==> src/sv/tpf_pkg.sv <==
// Shared types and constants for the trapezoidal profile feedforward block.
// No dependencies; imported by tpf_div, trapezoidal_profile_feedforward and the testbench.
package tpf_pkg;

  // Input word: restart flag and time step.
  typedef struct packed {
    logic        restart;
    logic [15:0] tick_time;
  } tpf_in_t;

  // Output word: Q4.12 drive, Q16.16 velocity, profile phase.
  typedef struct packed {
    logic signed [15:0] drive_level;
    logic signed [31:0] velocity_target;
    logic [1:0]         phase;
  } tpf_out_t;

  // Configuration port geometry and register indexes.
  localparam int unsigned CfgIdxW  = 3;
  localparam int unsigned CfgDataW = 32;

  localparam logic [CfgIdxW-1:0] CFG_TARGET     = 3'd0;
  localparam logic [CfgIdxW-1:0] CFG_MAX_VEL    = 3'd1;
  localparam logic [CfgIdxW-1:0] CFG_MAX_ACC    = 3'd2;
  localparam logic [CfgIdxW-1:0] CFG_MAX_VOLT   = 3'd3;
  localparam logic [CfgIdxW-1:0] CFG_BEMF       = 3'd4;
  localparam logic [CfgIdxW-1:0] CFG_TIME_SCALE = 3'd5;

  // Profile phase codes.
  localparam logic [1:0] PH_ACCEL  = 2'd0;
  localparam logic [1:0] PH_CRUISE = 2'd1;
  localparam logic [1:0] PH_DECEL  = 2'd2;
  localparam logic [1:0] PH_PAST   = 2'd3;

  // ceil(2^33 / 3): x*Div3Recip >> 33 is floor(x/3) for any 32-bit x.
  localparam logic [31:0] Div3Recip = 32'hAAAA_AAAB;

  // Divider geometry: 64-bit dividend, 37-bit divisor and remainder.
  localparam int unsigned DivDvdW = 64;
  localparam int unsigned DivRemW = 37;
  localparam int unsigned DivCntW = 7;

  localparam logic [DivCntW-1:0] DIV_ITERS_FULL = 7'd64;
  // Ratio terms scaled by 4096 never exceed 4096, so 13 quotient bits do.
  localparam logic [DivCntW-1:0] DIV_ITERS_FRAC = 7'd13;

  typedef struct packed {
    logic               start;
    logic [DivCntW-1:0] iters;
    logic [DivRemW-1:0] rem_init;
    logic [DivDvdW-1:0] dvd;
    logic [DivRemW-1:0] divisor;
  } tpf_div_req_t;

  typedef struct packed {
    logic               busy;
    logic [DivDvdW-1:0] quot;
  } tpf_div_rsp_t;

endpackage

==> src/sv/tpf_div.sv <==
// Restoring unsigned divider, one quotient bit per cycle.
// Depends on tpf_pkg for the request and response structs.
module tpf_div
  import tpf_pkg::*;
(
  input  logic         clk_i,
  input  logic         rst_ni,
  input  tpf_div_req_t req_i,
  output tpf_div_rsp_t rsp_o
);

  logic               busy_q, busy_d;
  logic [DivCntW-1:0] cnt_q, cnt_d;
  logic [DivRemW-1:0] rem_q, rem_d;
  logic [DivRemW-1:0] divisor_q;
  logic [DivDvdW-1:0] dvd_q;
  logic [DivDvdW-1:0] quot_q;

  logic [DivRemW:0]   shifted;
  logic [DivRemW+1:0] diff;
  logic               fits;

  // Partial remainder stays below the divisor, so one compare-subtract a step.
  assign shifted = {rem_q, dvd_q[DivDvdW-1]};
  assign diff    = {1'b0, shifted} - {2'b00, divisor_q};
  assign fits    = ~diff[DivRemW+1];
  assign rem_d   = fits ? diff[DivRemW-1:0] : shifted[DivRemW-1:0];

  always_comb begin
    busy_d = busy_q;
    cnt_d  = cnt_q;
    if (req_i.start) begin
      busy_d = 1'b1;
      cnt_d  = req_i.iters;
    end else if (busy_q) begin
      cnt_d = cnt_q - 1'b1;
      if (cnt_q == 7'd1) begin
        busy_d = 1'b0;
      end
    end
  end

  always_ff @(posedge clk_i or negedge rst_ni) begin
    if (!rst_ni) begin
      busy_q <= 1'b0;
      cnt_q  <= '0;
    end else begin
      busy_q <= busy_d;
      cnt_q  <= cnt_d;
    end
  end

  always_ff @(posedge clk_i) begin
    if (req_i.start) begin
      rem_q     <= req_i.rem_init;
      dvd_q     <= req_i.dvd;
      divisor_q <= req_i.divisor;
      quot_q    <= '0;
    end else if (busy_q) begin
      rem_q  <= rem_d;
      dvd_q  <= {dvd_q[DivDvdW-2:0], 1'b0};
      quot_q <= {quot_q[DivDvdW-2:0], fits};
    end
  end

  assign rsp_o.busy = busy_q;
  assign rsp_o.quot = quot_q;

endmodule

==> config.mk <==
export PLATFORM = sky130hd
export DESIGN_NAME = tpf_div
export DESIGN_NICKNAME = d
export VERILOG_FILES = /design/src/sv/tpf_pkg.sv /design/src/sv/tpf_div.sv
export SDC_FILE = /design/constraint.sdc
export NUM_CORES = 1
export LEC_CHECK = 0
export BUFFER_PORTS_ARGS = -buffer_cell sky130_fd_sc_hd__buf_2
export CAP_MARGIN = 20
export CORE_MARGIN = 2
export CORE_UTILIZATION = 60
export DETAILED_ROUTE_END_ITERATION = 7
export GPL_TIMING_DRIVEN = 0
export PLACE_DENSITY = 0.95
export SYNTH_ARGS = -nofsm -noshare
export SYNTH_HDL_FRONTEND = slang
export SYNTH_SLANG_ARGS = --single-unit
==> constraint.sdc <==
create_clock -name clk_i -period 10.1 [get_ports clk_i]
set_input_delay 2.02 -clock clk_i [delete_from_list [all_inputs] [get_ports clk_i]]
set_output_delay 2.02 -clock clk_i [all_outputs]
set_load 0.1 [all_outputs]
### Yosys cells after proc, flatten, opt, wreduce, memory -nomap -nowiden

Index checks and enable logic that the tools add are counted.

* bits in registers: 210
* input port bits: 148
* output and inout bits: 65
* logic and storage cells: 21

* add/sub/neg operators: 2
* eq/ne operators: 1
* multiplexer cells: 10
* bitwise gates (word level): 1
* reduce and logical (&&, ||, !) cells: 1

Operator list (count)
* 2-to-1 mux 64 bit: 2
* 2-to-1 mux 37 bit: 3
* subtractor 38 x 37 -> 39 bit: 1
* 2-to-1 mux 7 bit: 2
* equality test 7 x 1 -> 1 bit (second input constant): 1
* subtractor 7 x 1 -> 7 bit (second input constant): 1
* 2-to-1 mux 1 bit: 3
* nonzero test 2 bit: 1
* inverter 1 bit: 1

### Longest topological paths before layout

Gate-level depths: netlist (run 1).

* depth in word-level cells: 4
* depth in mapped cells: 16

### Worst setup path after synthesis (run 1)

OpenSTA, ideal clock, no wires.

* path kind: input -> register
* start: input req_i[145] (netlist bit)
* end: register dvd_q[0], enable pin
* arrival time: 3861 ps
* data required time: 9683 ps
* setup slack: 5823 ps
* cell stages on the path: 3
* buffers on the path: 2
* path through: clkbuf_1 clkbuf_1 or2_2

* word-level cells in the longest chain between the ends: 1

RTL lines
* start: declaration: RTL line tpf_div.sv:8 `input tpf_div_req_t req_i,`
* nonzero test 2 bit (no source line)
* end signal: assignment: RTL line tpf_div.sv:56 `dvd_q <= req_i.dvd;`
* end signal: assignment: RTL line tpf_div.sv:61 `dvd_q <= {dvd_q[DivDvdW-2:0], 1'b0};`
* end: declaration: RTL line tpf_div.sv:16 `logic [DivDvdW-1:0] dvd_q;`

Every way passes these cells.
A chain may end at the register's enable or synchronous reset.

### Final worst setup path (run 1)

* start: input req_i[145] (netlist bit)
* end: register dvd_q[26], enable pin

The elaborated chain is that of the path after synthesis.

==> results.json, run 1 <==
{
  "worstPathCellList": "buf_2 > clkbuf_1 > clkbuf_1 > or2_4 > buf_16",
  "syn_inst": 891,
  "maxClockFrequency_mhz": 209.3,
  "power_density_mw_per_mm2": 256.6,
  "num-nets-final": 1317,
  "synth-seq-cells": 210,
  "cp.buffers_inverters": 4,
  "netlist_area_mm2": 0.01043,
  "area_growth_pct": 20.39,
  "synth_cell_types": 64,
  "arrival_ps": 4940,
  "gr-usage-all-layers": 0.2742,
  "cp.required_ps": 10260,
  "crit_start": "req_i[145]",
  "viasPerCell": 5.686,
  "cp.depth": 5,
  "dp_hpwl_um": 18030,
  "grt-ovfl-total": 0,
  "worstSetupStartpointType": "input pin",
  "filler_cell_count": 1146,
  "vias": 7813,
  "finalMaxSlewViolations": 0,
  "p_leak_nw": 5.852,
  "grt_pass1_vias": 8111,
  "numCtsBuffers": 23,
  "post-place-ws_ps": 4824,
  "num_rows": 48,
  "cp_common_cell": "clkbuf_1",
  "min_to": "quot_q[7]",
  "yosysWarnings": 0,
  "ys.flop_type": "edfxtp_1",
  "grt_max_degree": 64,
  "holdPathStages": 2,
  "gp_congestion": 0.9160,
  "status": "completed",
  "ys_seq_area_frac": 0.5395,
  "worstHoldPathType": "reg -> reg",
  "initial_core_util": 0.6091,
  "relSlewSlack": 0.3592,
  "dieArea_mm2": 0.01845,
  "hold_buffers": 0,
  "cts_buffer_depth": 3,
  "cp_slowest_cell": "buf_2",
  "ant_nets": 0,
  "cts_tree": "yes",
  "p_int_mw": 2.113,
  "layout.area.seq_mm2": 0.005625,
  "cts_setup_buffers": 0,
  "syn_nets": 1079,
  "end_kind": "register",
  "hold_start": "quot_q[7]",
  "crit_family": "buffers and inverters",
  "rrSetupSlack_ps": 6380,
  "p_seq_frac": 0.358,
  "grt_pass1_wl_um": 39970,
  "timing.rr.start": "dvd_q[63]",
  "final.setup.worst_slack_ps": 5323,
  "r2r_cells": 15,
  "worst_slew_pin_slew_ps": 961.2,
  "peakVddDrop_uv": 157.9,
  "comb_power_share": 0.389,
  "cts_root_buffer": "clkbuf_16",
  "htreeDepth": 1,
  "async_flop_share": 0.03810,
  "rsz0062_at_grt": "no",
  "fin_crit_sh": 0.4730,
  "hold_viol_final": 0,
  "pwr-share-clk": 0.253,
  "clkSinkCount": 210,
  "reg2reg_to": "rem_q[23]",
  "drt-pass1-iter-count": 8,
  "finalCriticalPeriod_ps": 4777,
  "final_layout_size_suffix_gt1_frac": 0.3179,
  "clk_latency_ps": 500,
  "clkTransAtPathRegs_ps": 60,
  "drv_cap": 0,
  "swShare": 0.3437,
  "critPathKind": "in -> reg",
  "finalSetupViolations": 0,
  "die_h_um": 135.8,
  "multi_input_area_mm2": 0.004425,
  "synth_edf_count": 138,
  "path_max_fanout": 63,
  "chipWidth_um": 135.8,
  "syn_avg_cell_area_um2": 11.70,
  "drt_iter0_drc": 468,
  "setup_tns_ps": 0,
  "core_area_mm2": 0.01712,
  "port_buffers": 212,
  "p_switching_mw": 1.107,
  "drc_errors": 0,
  "antenna_found_initial": 5,
  "max_stage_delay_ps": 720,
  "wire_per_inst_um": 18.64,
  "cts-resized-gates": 0,
  "io-pin-count": 213,
  "clock_skew_ps": 7.910,
  "routed_wl_um": 25620
}
==> layer usage <==
layer / GRT usage / part of all wire
met5: 0 / 0.00098
met4: 0.09606 / 0.029
met3: 0.08389 / 0.089
met2: 0.4652 / 0.49
met1: 0.3325 / 0.39
==> through the flow <==
stage	hold slack, ps	power [mW]	instance area (um2)	std cells	util
floorplan	524.8	2.105	10430	891	-
global placement	469.6	2.331	11770	1328	0.6876
detailed placement	505.6	2.392	11800	1329	0.6893
CTS	522.8	3.213	12540	1370	0.7327
global route	547.8	3.408	12540	1371	0.7329
finish	519.9	3.220	12550	1374	0.7333
==> synthesized netlist by cell type (all sizes together) (8+ instances only) <==
| master | number | area share |
|---|---|---|
| clkbuf | 22 | 0.0080 |
| nor2 | 102 | 0.037 |
| dfrtp | 8 | 0.019 |
| mux2i | 68 | 0.065 |
| ha | 39 | 0.047 |
| a21o | 19 | 0.014 |
| a21oi | 56 | 0.027 |
| inv | 46 | 0.017 |
| o21ai | 28 | 0.013 |
| nand2 | 40 | 0.015 |
| xnor2 | 17 | 0.014 |
| mux2 | 86 | 0.093 |
| buf | 23 | 0.012 |
| nand3 | 13 | 0.0062 |
| dfxtp | 64 | 0.12 |
| xor2 | 14 | 0.012 |
| edfxtp | 138 | 0.40 |
==> tightest hold or removal path, delay by kind of cell, from the launching register on <==
kind             cells  cell delay [ps]
DFF                  1              340
muxes                1               70
and+or+nand+nor      1               70
==> placed cells by master (no fill, tap or decap), types with 6 or more instances in the layout <==
| cell | n |
|---|---|
| o21bai_1 | 6 |
| xnor2_1 | 17 |
| inv_1 | 46 |
| mux2i_1 | 68 |
| buf_2 | 216 |
| clkbuf_8 | 6 |
| ha_1 | 39 |
| clkbuf_1 | 26 |
| a21oi_1 | 55 |
| buf_1 | 14 |
| dfrtp_1 | 8 |
| edfxtp_1 | 138 |
| xor2_1 | 14 |
| nand3_1 | 13 |
| nand2_1 | 39 |
| o21ai_0 | 24 |
| nor2_1 | 102 |
| mux2_2 | 86 |
| nand4_1 | 6 |
| nor3_1 | 7 |
| a21o_1 | 19 |
| nand2b_1 | 7 |
| clkbuf_16 | 24 |
| dfxtp_1 | 64 |
==> state kept, by name, summed over array words and instances, names as in the netlist <==
register / cells
rem_q: 37
cnt_q: 7
busy_q: 1
divisor_q: 37
quot_q: 64
dvd_q: 64
==> power by group through the flow <==
stage / Sequential, mW / Combinational [mW] / Clock, mW
final: 1.15 / 1.25 / 0.814
after global routing: 1.17 / 1.38 / 0.863
after CTS: 1.15 / 1.23 / 0.828
after detailed placement: 1.17 / 1.22 / 0
after global placement: 1.16 / 1.17 / 0
after floorplan: 1.17 / 0.933 / 0
==> logic make-up after synthesis <==
logic type / synth area share
adders and majority gates: 0.04872
AOI/OAI and AO/OA: 0.09781
xor gates and xnor gates: 0.02604
DFF: 0.5395
muxes: 0.1582
and+or+nand+nor: 0.09348
buffers and inverters: 0.03624
==> how the worst max path moves through the flow <==
stage                      to
floorplan            dvd_q[0]
global placement    dvd_q[27]
detailed placement  dvd_q[27]
CTS                 dvd_q[26]
global route        dvd_q[31]
finish              dvd_q[26]
==> final cells by class <==
class,instances,share of cell area
inverter,46,0.01376
clock inverter,2,0.001096
multi-input combinational,590,0.3526
antenna,4,0.0007975
timing repair buffer,213,0.08672
sequential,210,0.4482
tap,225,0.02243
buffer,45,0.01635
clock buffer,39,0.05811
(Power assumes the default switching activity.)
==> inputs of run 2 (changes only) <==
--- a/config.mk
+++ b/config.mk
@@ -8,10 +8,10 @@
 export BUFFER_PORTS_ARGS = -buffer_cell sky130_fd_sc_hd__buf_2
 export CAP_MARGIN = 20
 export CORE_MARGIN = 2
-export CORE_UTILIZATION = 60
+export CORE_UTILIZATION = 50
 export DETAILED_ROUTE_END_ITERATION = 7
 export GPL_TIMING_DRIVEN = 0
-export PLACE_DENSITY = 0.95
+export PLACE_DENSITY = 0.89
 export SYNTH_ARGS = -nofsm -noshare
 export SYNTH_HDL_FRONTEND = slang
 export SYNTH_SLANG_ARGS = --single-unit
==> constraint.sdc (replaced) <==
create_clock -name clk_i -period 4.2 [get_ports clk_i]
set_input_delay 0.84 -clock clk_i [delete_from_list [all_inputs] [get_ports clk_i]]
set_output_delay 0.84 -clock clk_i [all_outputs]
set_load 0.1 [all_outputs]
==> results.json, run 2 (synthesized netlist as in run 1, its figures left out) <==
{
  "cp.buffers_inverters": 4,
  "port_buffers": 212,
  "pwr-share-clk": 0.272,
  "peakVddDrop_uv": 351.0,
  "setup_tns_ps": 0,
  "num-nets-final": 1318,
  "maxClockFrequency_mhz": 267.1,
  "wire_per_inst_um": 17.57,
  "final.setup.worst_slack_ps": 456.5,
  "power_density_mw_per_mm2": 622.9,
  "status": "completed",
  "viasPerCell": 5.398,
  "critPathKind": "reg -> reg",
  "worstPathCellList": "inv_1 > ha_1 > inv_1 > fa_1 > a211oi_2 > o211ai_2 > and3_4 > or4b_4 > nand2_4 > o221a_2 > or2_1 > buf_4 > buf_6 > o21ai_1 > mux2_2",
  "final_common_cell": "buf_2",
  "dieArea_mm2": 0.02202,
  "io-pin-count": 213,
  "htreeDepth": 1,
  "max_stage_delay_ps": 560,
  "crit_start": "dvd_q[63]",
  "finalCriticalPeriod_ps": 3744,
  "cts-resized-gates": 0,
  "drc_errors": 0,
  "chipWidth_um": 148.4,
  "numCtsBuffers": 24,
  "reg2reg_to": "rem_q[23]",
  "hold_viol_final": 0,
  "area_growth_pct": 21.59,
  "r2r_cells": 15,
  "grt_max_degree": 64,
  "hold_buffers": 0,
  "ant_nets": 0,
  "rrSetupSlack_ps": 460,
  "swShare": 0.3400,
  "grt_pass1_vias": 7805,
  "drt_iter0_drc": 369,
  "gr-usage-all-layers": 0.2242,
  "grt_pass1_wl_um": 39350,
  "clkSinkCount": 210,
  "gp_congestion": 0.9005,
  "post-place-ws_ps": 29.82,
  "core_area_mm2": 0.02036,
  "antenna_found_initial": 9,
  "endpoint": "rem_q[23]",
  "cts_buffer_depth": 3,
  "worst_slew_pin_slew_ps": 956.4,
  "clock_skew_ps": 15.01,
  "initial_core_util": 0.5120,
  "arrival_ps": 4010,
  "cp_common_cell": "inv_1",
  "reg.largest.list": "dvd_q: 64 flops, quot_q: 64 flops",
  "die_h_um": 148.4,
  "finalMaxSlewViolations": 0,
  "num_rows": 52,
  "rsz0062_at_grt": "no",
  "clkTransAtPathRegs_ps": 60,
  "timing.rr.start": "dvd_q[63]",
  "cts_tree": "yes",
  "clk_latency_ps": 530,
  "worstHoldPathType": "in -> async",
  "final_cell_mix": "buf_2 (216), edfxtp_1 (138), nor2_1 (102)",
  "final_layout_size_suffix_gt1_frac": 0.3145,
  "p_switching_mw": 2.684,
  "cp.required_ps": 4470,
  "end_kind": "register",
  "finalSetupViolations": 0,
  "relSlewSlack": 0.3624,
  "placed_area_mm2": 0.01186,
  "cp_slowest_cell": "or4b_4",
  "p_leak_nw": 5.875,
  "comb_power_share": 0.377,
  "drt-pass1-iter-count": 5,
  "path_max_fanout": 10,
  "dp_hpwl_um": 17870,
  "cts_root_buffer": "clkbuf_16",
  "cp.depth": 15,
  "design_area_mm2": 0.01268,
  "cts_setup_buffers": 0,
  "grt-ovfl-total": 0,
  "p_int_mw": 5.212,
  "crit_family": "simple AND/OR/NAND/NOR gates",
  "drv_cap": 0,
  "worstSetupStartpointType": "register",
  "vias": 7676,
  "routed_wl_um": 24990,
  "fin_crit_sh": 0.8913,
  "p_seq_frac": 0.350
}
-- run 2: worst min-delay path by stage --
stage | start | to | slack, ps
detailed placement | quot_q[63] | quot_q[63] | 500
floorplan | dvd_q[0] | dvd_q[1] | 520
CTS | rst_ni | cnt_q[3] | 130
global route | rst_ni | cnt_q[3] | 140
finish | rst_ni | cnt_q[4] | 140
global placement | quot_q[63] | quot_q[63] | 470
-- run 2: cell type report --
type / instances / area [um2]
fillers: 1610 / 7687
flip-flops and latches: 210 / 5625
multi-input cells: 590 / 4425
repair buffers: 213 / 1089
clock buffers: 32 / 630.6
well taps: 270 / 337.8
plain buffers: 45 / 205.2
clock inverters: 12 / 181.4
inverters: 46 / 172.7
diodes: 4 / 10.01
-- run 2: power by group through the flow --
stage | combinational [mW] | clock, mW | sequential, mW
2_1_floorplan | 2.24 | 0 | 2.82
3_3_place_gp | 2.84 | 0 | 2.78
3_5_place_dp | 2.93 | 0 | 2.80
4_1_cts | 2.95 | 2.18 | 2.77
5_1_grt | 3.31 | 2.27 | 2.80
6_report | 2.98 | 2.15 | 2.77
-- run 2: through the flow --
stage / util / cells / power, mW / hold slack [ps]
4_1_cts: 0.6220 / 1418 / 7.904 / 125.2
6_report: 0.6225 / 1422 / 7.896 / 136.4
3_3_place_gp: 0.5807 / 1373 / 5.622 / 471.3
3_5_place_dp: 0.5821 / 1374 / 5.732 / 497.9
2_1_floorplan: - / 891 / 5.062 / 524.8
5_1_grt: 0.6224 / 1421 / 8.376 / 135.3
-- run 2: per-layer routing --
metal / GRT usage / part of all wire
met3: 0.06411 / 0.081
met2: 0.3921 / 0.49
met5: 0 / 0.0024
met1: 0.2674 / 0.40
met4: 0.07190 / 0.029
